--- src/hdl/wcd_pkg.sv ---
// Shared types and constants of the wake and command decider.
`timescale 1ns / 1ps

package wcd_pkg;

    localparam int NUM_LABELS   = 16;
    localparam int CFG_IDX_BITS = 3;

    localparam logic [15:0] WEAK_MIN        = 16'd787;
    localparam logic [15:0] WEAK_FAST       = 16'd4588;
    localparam logic [15:0] WEAK_PEAK       = 16'd2294;
    localparam logic [19:0] WEAK_SUM        = 20'd3605;
    localparam logic [19:0] WEAK_SUM_MAX    = 20'hFFFFF;
    localparam logic [15:0] FAST_CONF       = 16'd49152;
    localparam logic [15:0] EARLY_FAST_CONF = 16'd38011;

    localparam logic [15:0] WEAK_HOLD_MS     = 16'd650;
    localparam logic [15:0] CMD_HOLD_MS      = 16'd550;
    localparam logic [15:0] EXPIRE_MS        = 16'd600;
    localparam logic [15:0] POST_EXIT_MS     = 16'd800;
    localparam logic [15:0] DECISION_MS      = 16'd250;
    localparam logic [15:0] FAST_DECISION_MS = 16'd80;

    typedef enum logic [CFG_IDX_BITS-1:0] {
        CFG_WAKE_CONFIRM  = 3'd0,
        CFG_CMD_CONFIRM   = 3'd1,
        CFG_COOLDOWN      = 3'd2,
        CFG_LISTEN_WINDOW = 3'd3,
        CFG_MIN_RMS       = 3'd4,
        CFG_FAST_LABEL    = 3'd5
    } t_cfg_idx;

    typedef enum logic [2:0] {
        EV_NONE    = 3'd0,
        EV_WAKE    = 3'd1,
        EV_REFRESH = 3'd2,
        EV_TIMEOUT = 3'd3,
        EV_FIRED   = 3'd4
    } t_event;

    typedef struct packed {
        logic [3:0]  wake_confirm_frames;
        logic [3:0]  command_confirm_frames;
        logic [15:0] cooldown_ms;
        logic [15:0] listen_window_ms;
        logic [15:0] min_rms_level;
        logic [3:0]  fast_label;
    } t_cfg;

    localparam t_cfg CFG_RESET = '{
        wake_confirm_frames:    4'd2,
        command_confirm_frames: 4'd2,
        cooldown_ms:            16'd500,
        listen_window_ms:       16'd5000,
        min_rms_level:          16'd100,
        fast_label:             4'd0
    };

    typedef struct packed {
        logic [31:0] now_ms;
        logic        has_result;
        logic        is_wake_word;
        logic [15:0] wake_score;
        logic        has_command;
        logic [3:0]  command_label;
        logic [3:0]  command_action;
        logic [15:0] command_score;
        logic [15:0] audio_rms;
    } t_in_item;

    typedef struct packed {
        logic       wake_active;
        t_event     event_code;
        logic [3:0] fired_action;
        logic       deferred_pending;
    } t_result;

endpackage

--- src/hdl/wcd_stream_if.sv ---
// Valid/ready channel interfaces for classifier frames and decider results.
`timescale 1ns / 1ps

interface wcd_in_if;
    logic        valid;
    logic        ready;
    logic [31:0] now_ms;
    logic        has_result;
    logic        is_wake_word;
    logic [15:0] wake_score;
    logic        has_command;
    logic [3:0]  command_label;
    logic [3:0]  command_action;
    logic [15:0] command_score;
    logic [15:0] audio_rms;

    modport source (
        output valid, now_ms, has_result, is_wake_word, wake_score, has_command,
               command_label, command_action, command_score, audio_rms,
        input  ready
    );
    modport sink (
        input  valid, now_ms, has_result, is_wake_word, wake_score, has_command,
               command_label, command_action, command_score, audio_rms,
        output ready
    );
endinterface

interface wcd_out_if;
    logic       valid;
    logic       ready;
    logic       wake_active;
    logic [2:0] event_code;
    logic [3:0] fired_action;
    logic       deferred_pending;

    modport source (
        output valid, wake_active, event_code, fired_action, deferred_pending,
        input  ready
    );
    modport sink (
        input  valid, wake_active, event_code, fired_action, deferred_pending,
        output ready
    );
endinterface

--- src/hdl/wcd_cfg_regs.sv ---
// Configuration register file of the wake and command decider.
`timescale 1ns / 1ps

module wcd_cfg_regs (
    input  logic                              i_clk,
    input  logic                              i_rst_n,
    input  logic                              i_cfg_we,
    input  logic [wcd_pkg::CFG_IDX_BITS-1:0]  i_cfg_idx,
    input  logic [15:0]                       i_cfg_wdata,
    output wcd_pkg::t_cfg                     o_cfg
);
    import wcd_pkg::*;

    t_cfg r_cfg;

    always_ff @(posedge i_clk) begin
        if (!i_rst_n) begin
            r_cfg <= CFG_RESET;
        end else if (i_cfg_we) begin
            unique case (i_cfg_idx)
                CFG_WAKE_CONFIRM:  r_cfg.wake_confirm_frames    <= i_cfg_wdata[3:0];
                CFG_CMD_CONFIRM:   r_cfg.command_confirm_frames <= i_cfg_wdata[3:0];
                CFG_COOLDOWN:      r_cfg.cooldown_ms            <= i_cfg_wdata;
                CFG_LISTEN_WINDOW: r_cfg.listen_window_ms       <= i_cfg_wdata;
                CFG_MIN_RMS:       r_cfg.min_rms_level          <= i_cfg_wdata;
                CFG_FAST_LABEL:    r_cfg.fast_label             <= i_cfg_wdata[3:0];
                default: begin
                end
            endcase
        end
    end

    assign o_cfg = r_cfg;

endmodule

--- src/hdl/wcd_core.sv ---
// Decision state and the combinational update logic for one frame or tick.
`timescale 1ns / 1ps

module wcd_core #(
    parameter int TIME_BITS = 32
) (
    input  logic              i_clk,
    input  logic              i_rst_n,
    input  logic              i_step,
    input  wcd_pkg::t_cfg     i_cfg,
    input  wcd_pkg::t_in_item i_item,
    output wcd_pkg::t_result  o_res
);
    import wcd_pkg::*;

    localparam int TB = TIME_BITS;

    typedef logic [TB-1:0] t_time;

    typedef struct packed {
        logic        listening;
        t_time       wake_start_time;
        t_time       last_exit_time;
        logic [3:0]  wake_run_frames;
        logic [19:0] weak_sum;
        logic [15:0] weak_peak;
        t_time       weak_last_time;
        logic [7:0]  weak_frames;
        logic        cand_label_valid;
        logic [3:0]  cand_label;
        logic [3:0]  cand_action;
        logic [3:0]  cand_frames;
        t_time       cand_last_time;
        logic        defer_valid;
        logic [3:0]  defer_action;
        t_time       defer_ready_time;
        t_time       defer_expire_time;
    } t_st;

    function automatic t_time tdiff(t_time a, t_time b);
        return a - b;
    endfunction

    function automatic logic reached(t_time a, t_time b);
        t_time d;
        d = a - b;
        return !d[TB-1];
    endfunction

    function automatic t_st clr_weak(t_st x);
        x.weak_sum       = '0;
        x.weak_peak      = '0;
        x.weak_last_time = '0;
        x.weak_frames    = '0;
        return x;
    endfunction

    function automatic t_st clr_cand(t_st x);
        x.cand_label_valid = 1'b0;
        x.cand_label       = '0;
        x.cand_action      = '0;
        x.cand_frames      = '0;
        x.cand_last_time   = '0;
        return x;
    endfunction

    function automatic t_st clr_defer(t_st x);
        x.defer_valid       = 1'b0;
        x.defer_action      = '0;
        x.defer_ready_time  = '0;
        x.defer_expire_time = '0;
        return x;
    endfunction

    function automatic t_st clr_all(t_st x);
        x.wake_run_frames = '0;
        return clr_defer(clr_cand(clr_weak(x)));
    endfunction

    t_st         r_st;
    t_st         n_st;
    t_event      ev;
    logic [3:0]  fired;
    t_time       now;
    logic        has_cmd;
    logic        fast_label_hit;
    logic        wr_hit;
    logic        wk_hit;
    logic        cand_hit;
    logic [20:0] wsum;
    logic        dreq;
    logic        dfast;
    logic [3:0]  dact;
    t_time       cool_time;
    t_time       dec_fast;
    t_time       dec_slow;
    t_time       rdy_fast;
    t_time       rdy_slow;
    t_time       rdy;

    assign now            = i_item.now_ms[TB-1:0];
    assign has_cmd        = i_item.has_command && (int'(i_item.command_label) < NUM_LABELS);
    assign fast_label_hit = has_cmd && (i_item.command_label == i_cfg.fast_label);

    // The ready time is the later of the cooldown end and the decision delay.
    assign cool_time = r_st.wake_start_time + TB'(i_cfg.cooldown_ms);
    assign dec_fast  = now + TB'(FAST_DECISION_MS);
    assign dec_slow  = now + TB'(DECISION_MS);
    assign rdy_fast  = (dec_fast > cool_time) ? dec_fast : cool_time;
    assign rdy_slow  = (dec_slow > cool_time) ? dec_slow : cool_time;
    assign rdy       = dfast ? rdy_fast : rdy_slow;

    always_comb begin
        n_st     = r_st;
        ev       = EV_NONE;
        fired    = '0;
        wr_hit   = 1'b0;
        wk_hit   = 1'b0;
        cand_hit = 1'b0;
        wsum     = '0;
        dreq     = 1'b0;
        dfast    = 1'b0;
        dact     = '0;

        if (n_st.listening &&
            (tdiff(now, n_st.wake_start_time) >= TB'(i_cfg.listen_window_ms))) begin
            n_st                = clr_all(n_st);
            n_st.listening      = 1'b0;
            n_st.last_exit_time = now;
            ev                  = EV_TIMEOUT;
        end

        if (i_item.has_result) begin
            if (i_item.audio_rms < i_cfg.min_rms_level) begin
                if (n_st.defer_valid && reached(now, n_st.defer_expire_time)) begin
                    n_st = clr_defer(n_st);
                end
                if ((n_st.weak_frames != 8'd0) &&
                    (tdiff(now, n_st.weak_last_time) > TB'(WEAK_HOLD_MS))) begin
                    n_st = clr_weak(n_st);
                end
            end else if (!n_st.listening) begin
                if ((n_st.last_exit_time != '0) &&
                    (tdiff(now, n_st.last_exit_time) < TB'(POST_EXIT_MS))) begin
                    n_st.wake_run_frames = '0;
                    n_st                 = clr_weak(n_st);
                end else begin
                    if (!i_item.is_wake_word) begin
                        n_st.wake_run_frames = '0;
                    end else if (n_st.wake_run_frames == 4'd0) begin
                        n_st.wake_run_frames = 4'd1;
                        wr_hit = (i_cfg.wake_confirm_frames <= 4'd1);
                    end else begin
                        if (n_st.wake_run_frames < i_cfg.wake_confirm_frames) begin
                            n_st.wake_run_frames = n_st.wake_run_frames + 4'd1;
                        end
                        wr_hit = (n_st.wake_run_frames >= i_cfg.wake_confirm_frames);
                    end
                    if (!wr_hit) begin
                        if ((n_st.weak_frames != 8'd0) &&
                            (tdiff(now, n_st.weak_last_time) > TB'(WEAK_HOLD_MS))) begin
                            n_st = clr_weak(n_st);
                        end
                        if (i_item.wake_score >= WEAK_MIN) begin
                            wsum = {1'b0, n_st.weak_sum} + 21'(i_item.wake_score);
                            n_st.weak_sum = wsum[20] ? WEAK_SUM_MAX : wsum[19:0];
                            if (i_item.wake_score > n_st.weak_peak) begin
                                n_st.weak_peak = i_item.wake_score;
                            end
                            n_st.weak_last_time = now;
                            if (n_st.weak_frames != 8'hFF) begin
                                n_st.weak_frames = n_st.weak_frames + 8'd1;
                            end
                        end
                        wk_hit = (i_item.wake_score >= WEAK_FAST) ||
                                 ((n_st.weak_frames >= 8'd2) &&
                                  (n_st.weak_peak >= WEAK_PEAK) &&
                                  (n_st.weak_sum >= WEAK_SUM));
                    end
                    if (wr_hit || wk_hit) begin
                        n_st                 = clr_all(n_st);
                        n_st.listening       = 1'b1;
                        n_st.wake_start_time = now;
                        ev                   = EV_WAKE;
                    end
                end
            end else if (tdiff(now, n_st.wake_start_time) < TB'(i_cfg.cooldown_ms)) begin
                n_st = clr_cand(n_st);
                if (fast_label_hit && (i_item.command_score >= EARLY_FAST_CONF)) begin
                    dreq  = 1'b1;
                    dfast = 1'b1;
                    dact  = i_item.command_action;
                end
            end else begin
                if (n_st.defer_valid && reached(now, n_st.defer_expire_time)) begin
                    n_st = clr_defer(n_st);
                end
                if (n_st.defer_valid && reached(now, n_st.defer_ready_time)) begin
                    fired               = n_st.defer_action;
                    n_st                = clr_all(n_st);
                    n_st.listening      = 1'b0;
                    n_st.last_exit_time = now;
                    ev                  = EV_FIRED;
                end else if (i_item.is_wake_word) begin
                    n_st                 = clr_all(n_st);
                    n_st.listening       = 1'b1;
                    n_st.wake_start_time = now;
                    ev                   = EV_REFRESH;
                end else if (fast_label_hit && (i_item.command_score >= FAST_CONF)) begin
                    dreq  = 1'b1;
                    dfast = 1'b1;
                    dact  = i_item.command_action;
                end else if (!n_st.defer_valid) begin
                    if (!has_cmd) begin
                        if ((n_st.cand_frames != 4'd0) &&
                            (tdiff(now, n_st.cand_last_time) > TB'(CMD_HOLD_MS))) begin
                            n_st = clr_cand(n_st);
                        end
                    end else if (!n_st.cand_label_valid ||
                                 (n_st.cand_label != i_item.command_label)) begin
                        n_st.cand_label_valid = 1'b1;
                        n_st.cand_label       = i_item.command_label;
                        n_st.cand_action      = i_item.command_action;
                        n_st.cand_frames      = 4'd1;
                        n_st.cand_last_time   = now;
                        cand_hit = (i_cfg.command_confirm_frames <= 4'd1);
                    end else begin
                        if (n_st.cand_frames < i_cfg.command_confirm_frames) begin
                            n_st.cand_frames = n_st.cand_frames + 4'd1;
                        end
                        n_st.cand_action    = i_item.command_action;
                        n_st.cand_last_time = now;
                        cand_hit = (n_st.cand_frames >= i_cfg.command_confirm_frames);
                    end
                    if (cand_hit) begin
                        dreq = 1'b1;
                        dact = n_st.cand_action;
                    end
                end
            end
        end

        if (dreq) begin
            n_st.defer_valid       = 1'b1;
            n_st.defer_action      = dact;
            n_st.defer_ready_time  = rdy;
            n_st.defer_expire_time = rdy + TB'(EXPIRE_MS);
        end
    end

    always_ff @(posedge i_clk) begin
        if (!i_rst_n) begin
            r_st <= '0;
        end else if (i_step) begin
            r_st <= n_st;
        end
    end

    assign o_res.wake_active      = n_st.listening;
    assign o_res.event_code       = ev;
    assign o_res.fired_action     = fired;
    assign o_res.deferred_pending = n_st.defer_valid;

    a_wake_enters_clean: assert property (@(posedge i_clk) disable iff (!i_rst_n)
        i_step && (o_res.event_code == EV_WAKE) |=> r_st.listening && !r_st.defer_valid)
        else $error("wake did not enter a clean listening state");

    a_defer_needs_listen: assert property (@(posedge i_clk) disable iff (!i_rst_n)
        r_st.defer_valid |-> r_st.listening)
        else $error("deferred command pending outside listening mode");

    a_hold_without_step: assert property (@(posedge i_clk) disable iff (!i_rst_n)
        !i_step |=> $stable(r_st))
        else $error("decision state changed without a beat");

    a_fire_leaves_mode: assert property (@(posedge i_clk) disable iff (!i_rst_n)
        i_step && (o_res.event_code == EV_FIRED)
        |=> !r_st.listening && !r_st.defer_valid && (r_st.cand_frames == 4'd0))
        else $error("firing a command did not leave listening mode");

endmodule

--- src/hdl/wake_and_command_decider.sv ---
// Top level of the wake and command decider: input register, decision core, result register.
//
//   Channel   Direction  Handshake     Contents
//   i_in      sink       valid/ready   frame or tick with millisecond timestamp
//   o_out     source     valid/ready   mode, event, fired action, pending flag
//   i_cfg_*   sink       write enable  register index and data, no read-back
//
// One beat is accepted per cycle when the output is taken; a result passes through the
// input and result registers. The rate is set by the combinational state update.
// Reset is synchronous and clears the configuration to defaults and the decision state.
// A stalled result holds in the output register; the input register then fills
// and ready drops until the output moves.
`timescale 1ns / 1ps

module wake_and_command_decider #(
    parameter int TIME_BITS = 32
) (
    input  logic                             i_clk,
    input  logic                             i_rst_n,
    input  logic                             i_cfg_we,
    input  logic [wcd_pkg::CFG_IDX_BITS-1:0] i_cfg_idx,
    input  logic [15:0]                      i_cfg_wdata,
    wcd_in_if.sink                           i_in,
    wcd_out_if.source                        o_out
);
    import wcd_pkg::*;

    t_cfg     cfg;
    t_result  res;
    logic     adv;
    logic     r_in_valid;
    t_in_item r_in;
    logic     r_out_valid;
    t_result  r_out;

    wcd_cfg_regs u_cfg (
        .i_clk       (i_clk),
        .i_rst_n     (i_rst_n),
        .i_cfg_we    (i_cfg_we),
        .i_cfg_idx   (i_cfg_idx),
        .i_cfg_wdata (i_cfg_wdata),
        .o_cfg       (cfg)
    );

    assign adv        = r_in_valid && (!r_out_valid || o_out.ready);
    assign i_in.ready = !r_in_valid || adv;

    always_ff @(posedge i_clk) begin
        if (!i_rst_n) begin
            r_in_valid <= 1'b0;
        end else if (i_in.ready) begin
            r_in_valid <= i_in.valid;
        end
    end

    always_ff @(posedge i_clk) begin
        if (i_in.valid && i_in.ready) begin
            r_in.now_ms         <= i_in.now_ms;
            r_in.has_result     <= i_in.has_result;
            r_in.is_wake_word   <= i_in.is_wake_word;
            r_in.wake_score     <= i_in.wake_score;
            r_in.has_command    <= i_in.has_command;
            r_in.command_label  <= i_in.command_label;
            r_in.command_action <= i_in.command_action;
            r_in.command_score  <= i_in.command_score;
            r_in.audio_rms      <= i_in.audio_rms;
        end
    end

    wcd_core #(
        .TIME_BITS (TIME_BITS)
    ) u_core (
        .i_clk   (i_clk),
        .i_rst_n (i_rst_n),
        .i_step  (adv),
        .i_cfg   (cfg),
        .i_item  (r_in),
        .o_res   (res)
    );

    always_ff @(posedge i_clk) begin
        if (!i_rst_n) begin
            r_out_valid <= 1'b0;
        end else if (adv) begin
            r_out_valid <= 1'b1;
        end else if (o_out.ready) begin
            r_out_valid <= 1'b0;
        end
    end

    always_ff @(posedge i_clk) begin
        if (adv) begin
            r_out <= res;
        end
    end

    assign o_out.valid            = r_out_valid;
    assign o_out.wake_active      = r_out.wake_active;
    assign o_out.event_code       = r_out.event_code;
    assign o_out.fired_action     = r_out.fired_action;
    assign o_out.deferred_pending = r_out.deferred_pending;

    a_no_stall_when_empty: assert property (@(posedge i_clk) disable iff (!i_rst_n)
        !r_out_valid |-> i_in.ready)
        else $error("input stalled while the result register is empty");

    a_stalled_item_kept: assert property (@(posedge i_clk) disable iff (!i_rst_n)
        r_in_valid && !adv |=> r_in_valid)
        else $error("a waiting input beat was dropped");

endmodule

--- src/flat_wrapper.sv ---
// flat-port wrapper written by rule: the top's interface ports become plain ports
module wake_and_command_decider_flat import wcd_pkg::*;
#(
    parameter int TIME_BITS = 32
)
  (i_clk, i_rst_n, i_cfg_we, i_cfg_idx, i_cfg_wdata, i_in_valid, i_in_now_ms, i_in_has_result, i_in_is_wake_word, i_in_wake_score, i_in_has_command, i_in_command_label, i_in_command_action, i_in_command_score, i_in_audio_rms, i_in_ready, o_out_valid, o_out_wake_active, o_out_event_code, o_out_fired_action, o_out_deferred_pending, o_out_ready);
  wcd_in_if i_in_i ();
  wcd_out_if o_out_i ();
  input  logic i_clk;
  input  logic i_rst_n;
  input  logic i_cfg_we;
  input  logic [wcd_pkg::CFG_IDX_BITS-1:0] i_cfg_idx;
  input  logic [15:0] i_cfg_wdata;
  input wire logic [$bits(i_in_i.valid)-1:0] i_in_valid;
  input wire logic [$bits(i_in_i.now_ms)-1:0] i_in_now_ms;
  input wire logic [$bits(i_in_i.has_result)-1:0] i_in_has_result;
  input wire logic [$bits(i_in_i.is_wake_word)-1:0] i_in_is_wake_word;
  input wire logic [$bits(i_in_i.wake_score)-1:0] i_in_wake_score;
  input wire logic [$bits(i_in_i.has_command)-1:0] i_in_has_command;
  input wire logic [$bits(i_in_i.command_label)-1:0] i_in_command_label;
  input wire logic [$bits(i_in_i.command_action)-1:0] i_in_command_action;
  input wire logic [$bits(i_in_i.command_score)-1:0] i_in_command_score;
  input wire logic [$bits(i_in_i.audio_rms)-1:0] i_in_audio_rms;
  output wire logic [$bits(i_in_i.ready)-1:0] i_in_ready;
  output wire logic [$bits(o_out_i.valid)-1:0] o_out_valid;
  output wire logic [$bits(o_out_i.wake_active)-1:0] o_out_wake_active;
  output wire logic [$bits(o_out_i.event_code)-1:0] o_out_event_code;
  output wire logic [$bits(o_out_i.fired_action)-1:0] o_out_fired_action;
  output wire logic [$bits(o_out_i.deferred_pending)-1:0] o_out_deferred_pending;
  input wire logic [$bits(o_out_i.ready)-1:0] o_out_ready;
  assign i_in_i.valid = i_in_valid;
  assign i_in_i.now_ms = i_in_now_ms;
  assign i_in_i.has_result = i_in_has_result;
  assign i_in_i.is_wake_word = i_in_is_wake_word;
  assign i_in_i.wake_score = i_in_wake_score;
  assign i_in_i.has_command = i_in_has_command;
  assign i_in_i.command_label = i_in_command_label;
  assign i_in_i.command_action = i_in_command_action;
  assign i_in_i.command_score = i_in_command_score;
  assign i_in_i.audio_rms = i_in_audio_rms;
  assign i_in_ready = i_in_i.ready;
  assign o_out_valid = o_out_i.valid;
  assign o_out_wake_active = o_out_i.wake_active;
  assign o_out_event_code = o_out_i.event_code;
  assign o_out_fired_action = o_out_i.fired_action;
  assign o_out_deferred_pending = o_out_i.deferred_pending;
  assign o_out_i.ready = o_out_ready;
  wake_and_command_decider #(.TIME_BITS(TIME_BITS)) u_core (.i_clk(i_clk), .i_rst_n(i_rst_n), .i_cfg_we(i_cfg_we), .i_cfg_idx(i_cfg_idx), .i_cfg_wdata(i_cfg_wdata), .i_in(i_in_i), .o_out(o_out_i));
endmodule
--- config.mk ---
export PLATFORM = sky130hd
export DESIGN_NAME = wake_and_command_decider_flat
export DESIGN_NICKNAME = d
export VERILOG_FILES = /design/src/hdl/wcd_pkg.sv /design/src/hdl/wcd_stream_if.sv /design/src/hdl/wcd_cfg_regs.sv /design/src/hdl/wcd_core.sv /design/src/hdl/wake_and_command_decider.sv /design/src/flat_wrapper.sv
export SDC_FILE = /design/constraint.sdc
export NUM_CORES = 2
export LEC_CHECK = 0
export CORE_MARGIN = 4
export CORE_UTILIZATION = 45
export DETAILED_ROUTE_END_ITERATION = 10
export DONT_BUFFER_PORTS = 1
export HOLD_SLACK_MARGIN = 0.03
export PLACE_DENSITY = 0.68
export SETUP_SLACK_MARGIN = 0.1
export SLEW_MARGIN = 20
export SYNTH_ARGS = -nofsm -noshare
export SYNTH_HDL_FRONTEND = slang
export SYNTH_SLANG_ARGS = --single-unit
export TNS_END_PERCENT = 1
--- constraint.sdc ---
create_clock -name i_clk -period 13.8 [get_ports i_clk]
set_input_delay 2.76 -clock i_clk [delete_from_list [all_inputs] [get_ports i_clk]]
set_output_delay 2.76 -clock i_clk [all_outputs]
set_load 0.05 [all_outputs]
==> results.md <==
* Status: completed
* Pre-antenna DRT Iters at 6
* Slew @ Worst Pin at 0.999 ns
* Leading area contributor after synthesis: dfxtp_1
* Area of the multi-input gates at 23,600 um^2
* PortBufs at 0
* Max-slew headroom at 0.334
* DR iter-0 viols at 3,100
* Yosys top cell area share at 0.184
* Die Y at 285 um
* Clock skew at 0.0401 ns
* Commonest non-fill, non-tap cell in the layout: nand2_1
* FF+latch area at 9350 um^2
* Syn_nets at 4,796
* DRC at 0
* Top FF cell, synth: dfxtp_1
* Die area at 81,000 um^2
* Worst Reg2Reg Path Length in Cells at 49
* Endpoints failing setup at 0
* Max IR drop VDD at 0.106 mV
* Htree depth at 2
* P_leak at 14.5 nW
* Worst Setup Path Type: reg2reg
* GPL Wtd Cong at 0.995
* Antenna-violating nets left at 0
* Crit-path most repeated cell: a21o_1
* DP HPWL at 85,600 um
* FF+latch count, synth at 417
* First-pass GRT wire length at 179,000 um
* Sw power at 0.00111 W
* CP Capture Type: flop
* CP peak stage delay at 0.52 ns
* Sequential power share at 0.374
* CORE AREA at 75,800 um^2
* Initial antenna violation count at 1
* Area Overhead vs Synth at 9.35%
* Rows at 101
* Number of max-cap violations at 0
* Non-filler cells, final at 5,288
* Avg Cell Area, Syn at 7.98 um^2
* Commonest cells after routing, fill and taps aside: nand2_1 (596), ha_1 (363), a21oi_1 (334)
* Async set-reset flop share out of synthesis at 0
* Fillers at 7,329
* Clock latency at the later pin of the worst-skew pair at 0.65 ns
* Post-Syn Area at 34,400 um^2
* Synth area leaders: dfxtp_1 (18%), ha_1 (13%), edfxtp_1 (8.7%)
* Initial Utilization at 0.454
* Io pins at 126
* EDFF count, synth at 100
* Syn Inst Count at 4,313
* Worst EP arrival at 13.46 ns
* Share of layout cells above drive strength 1 at 0.0694
* Synth cell types at 108
* Final period util at 0.934
* Fin Setup TNS at 0 ns
* DR WL/cell at 22.1 um
* Final Max Tran Viols at 0
* Largest net degree at the start of global routing at 120
* Seq/Total Area, Yosys at 0.272
* Clock group share of total power at 0.411
* DP Cell Count at 5,163
* CP startpoint kind: flop
* R2R setup slack at 0.91 ns
* Final net count at 4,749
* Minimum clock period at 12.89 ns
* F_max at 77.6 MHz
* Number of global-route vias before repair at 31,000
* Fin. Hold Viols at 0
* WL final at 117,000 um
* GRT overflow at 0
* CTS tree: yes
* P per Cell Area at 93.3 nW/um^2
* Logic pwr share at 0.214
* Critical Path RT at 14.37 ns
* Critical path peak fanout at 55
* Clock Tree Root: clkbuf_16
* Cell depth of the worst hold path at 2
* DR vias at 33,300
* CP max-delay cell: o41a_1
* DIE WIDTH at 285 um
* Unrepaired setup endpoints after global routing: true
* Hold/Removal Path Class: reg2reg
* Switching share of power at 0.315
* P_int at 0.00241 W
* Clk slew on worst S/H paths at 0.06 ns
* CTS max path bufs at 3
* Num CTS Buffers at 51
* Yosys warnings at 0
* Total GRT Usage at 0.275
* CTS sink cnt at 417
* Vias/cell at 6.30
[repair_timing]
action                                  4_1_cts  5_1_grt
setup buffers                                 0       27
hold buffers                                  0        0
gates resized for setup                       0       21
endpoints found under the setup margin        0      205
[stage by stage]
step / utilization / power (W) / area, um^2 / worst slack [ns] / hold WS [ns]
after CTS: 0.493 / 0.00351 / 37400 / 0.283 / 0.452
after detailed placement: 0.469 / 0.00206 / 35500 / 0.361 / 0.437
final: 0.496 / 0.00351 / 37600 / 0.907 / 0.453
after global routing: 0.496 / 0.00366 / 37600 / 0.0999 / 0.469
after floorplan: - / 0.00185 / 34400 / 0.335 / 0.417
after global placement: 0.469 / 0.00206 / 35500 / 0.537 / 0.433
[layer usage]
metal,track usage,routed length (um)
met5,0,20
met3,0.0629,11100
met4,0.116,5360
met1,0.365,50000
met2,0.429,50700
[cells in the mapped netlist (all sizes together), types with 24 or more instances]
| cell | count |
|---|---|
| nand2 | 596 |
| ha | 363 |
| a21oi | 336 |
| dfxtp | 317 |
| nor2 | 312 |
| o21ai | 222 |
| inv | 191 |
| clkbuf | 164 |
| a21o | 125 |
| xnor2 | 122 |
| nand3 | 116 |
| edfxtp | 100 |
| a22o | 98 |
| nor3 | 91 |
| nand4 | 85 |
| mux2i | 76 |
| o211ai | 63 |
| xor2 | 61 |
| nor2b | 59 |
| and2 | 55 |
| buf | 51 |
| o21a | 48 |
| nand2b | 46 |
| nor4 | 45 |
| a211oi | 42 |
| and3 | 42 |
| o31ai | 32 |
| a31oi | 31 |
| o2bb2ai | 30 |
| a22oi | 27 |
| o21bai | 24 |
[logic make-up after synthesis]
logic type / count (synthesis) / synth area share
AND/OR/NAND/NOR: 1557 / 0.217
buffers and inverters: 407 / 0.0459
XOR/XNOR: 184 / 0.0475
adder cells (fa/ha/maj): 368 / 0.135
AO/OA/AOI/OAI: 1295 / 0.258
multiplexers: 85 / 0.0250
flip-flops: 417 / 0.272
[worst paths after layout]
check | start | endpoint
max reg2reg | u_core.u_core.r_st[227] | u_core.u_core.r_st[19]
min reg2reg | u_core.u_core.r_st[173] | u_core.u_core.r_st[173]
min | u_core.u_core.r_st[173] | u_core.u_core.r_st[173]
max | u_core.u_core.r_st[227] | u_core.u_core.r_st[19]
[power by group through the flow]
stage               clock, W  sequential (W)  combinational [W]
finish               0.00145         0.00132           0.000753
global route         0.00152         0.00132           0.000823
CTS                  0.00147         0.00131           0.000729
detailed placement         0         0.00134           0.000723
global placement           0         0.00134           0.000719
floorplan                  0         0.00133           0.000519
[state kept, by name, summed over array words and instances, names as in the netlist]
register                       count
u_core.u_cfg.o_cfg                60
u_core.o_out.deferred_pending      1
u_core.r_in_valid                  1
u_core.o_out.wake_active           1
u_core.o_out.event_code            3
u_core.u_core.r_st               255
u_core.o_out.valid                 1
u_core.o_out.fired_action          4
u_core.r_in                       91
[critical path: cells and delay by family, from the launching register on]
kind / cells / cell delay, ns
fa+ha+maj: 5 / 1.55
xor+xnor: 2 / 0.32
flops: 1 / 0.45
simple gates: 18 / 3.99
buf+inv: 5 / 1.11
compound gates: 19 / 5.32
[area by class of cell]
| cell class | count | area share |
|---|---|---|
| diodes | 1 | 0.0000665 |
| clock buffers | 71 | 0.0387 |
| clock inverters | 25 | 0.00921 |
| inverters | 192 | 0.0192 |
| multi-input cells | 3489 | 0.627 |
| flip-flops and latches | 417 | 0.248 |
| well taps | 978 | 0.0325 |
| repair buffers | 115 | 0.0246 |
(Power assumes the default switching activity.)
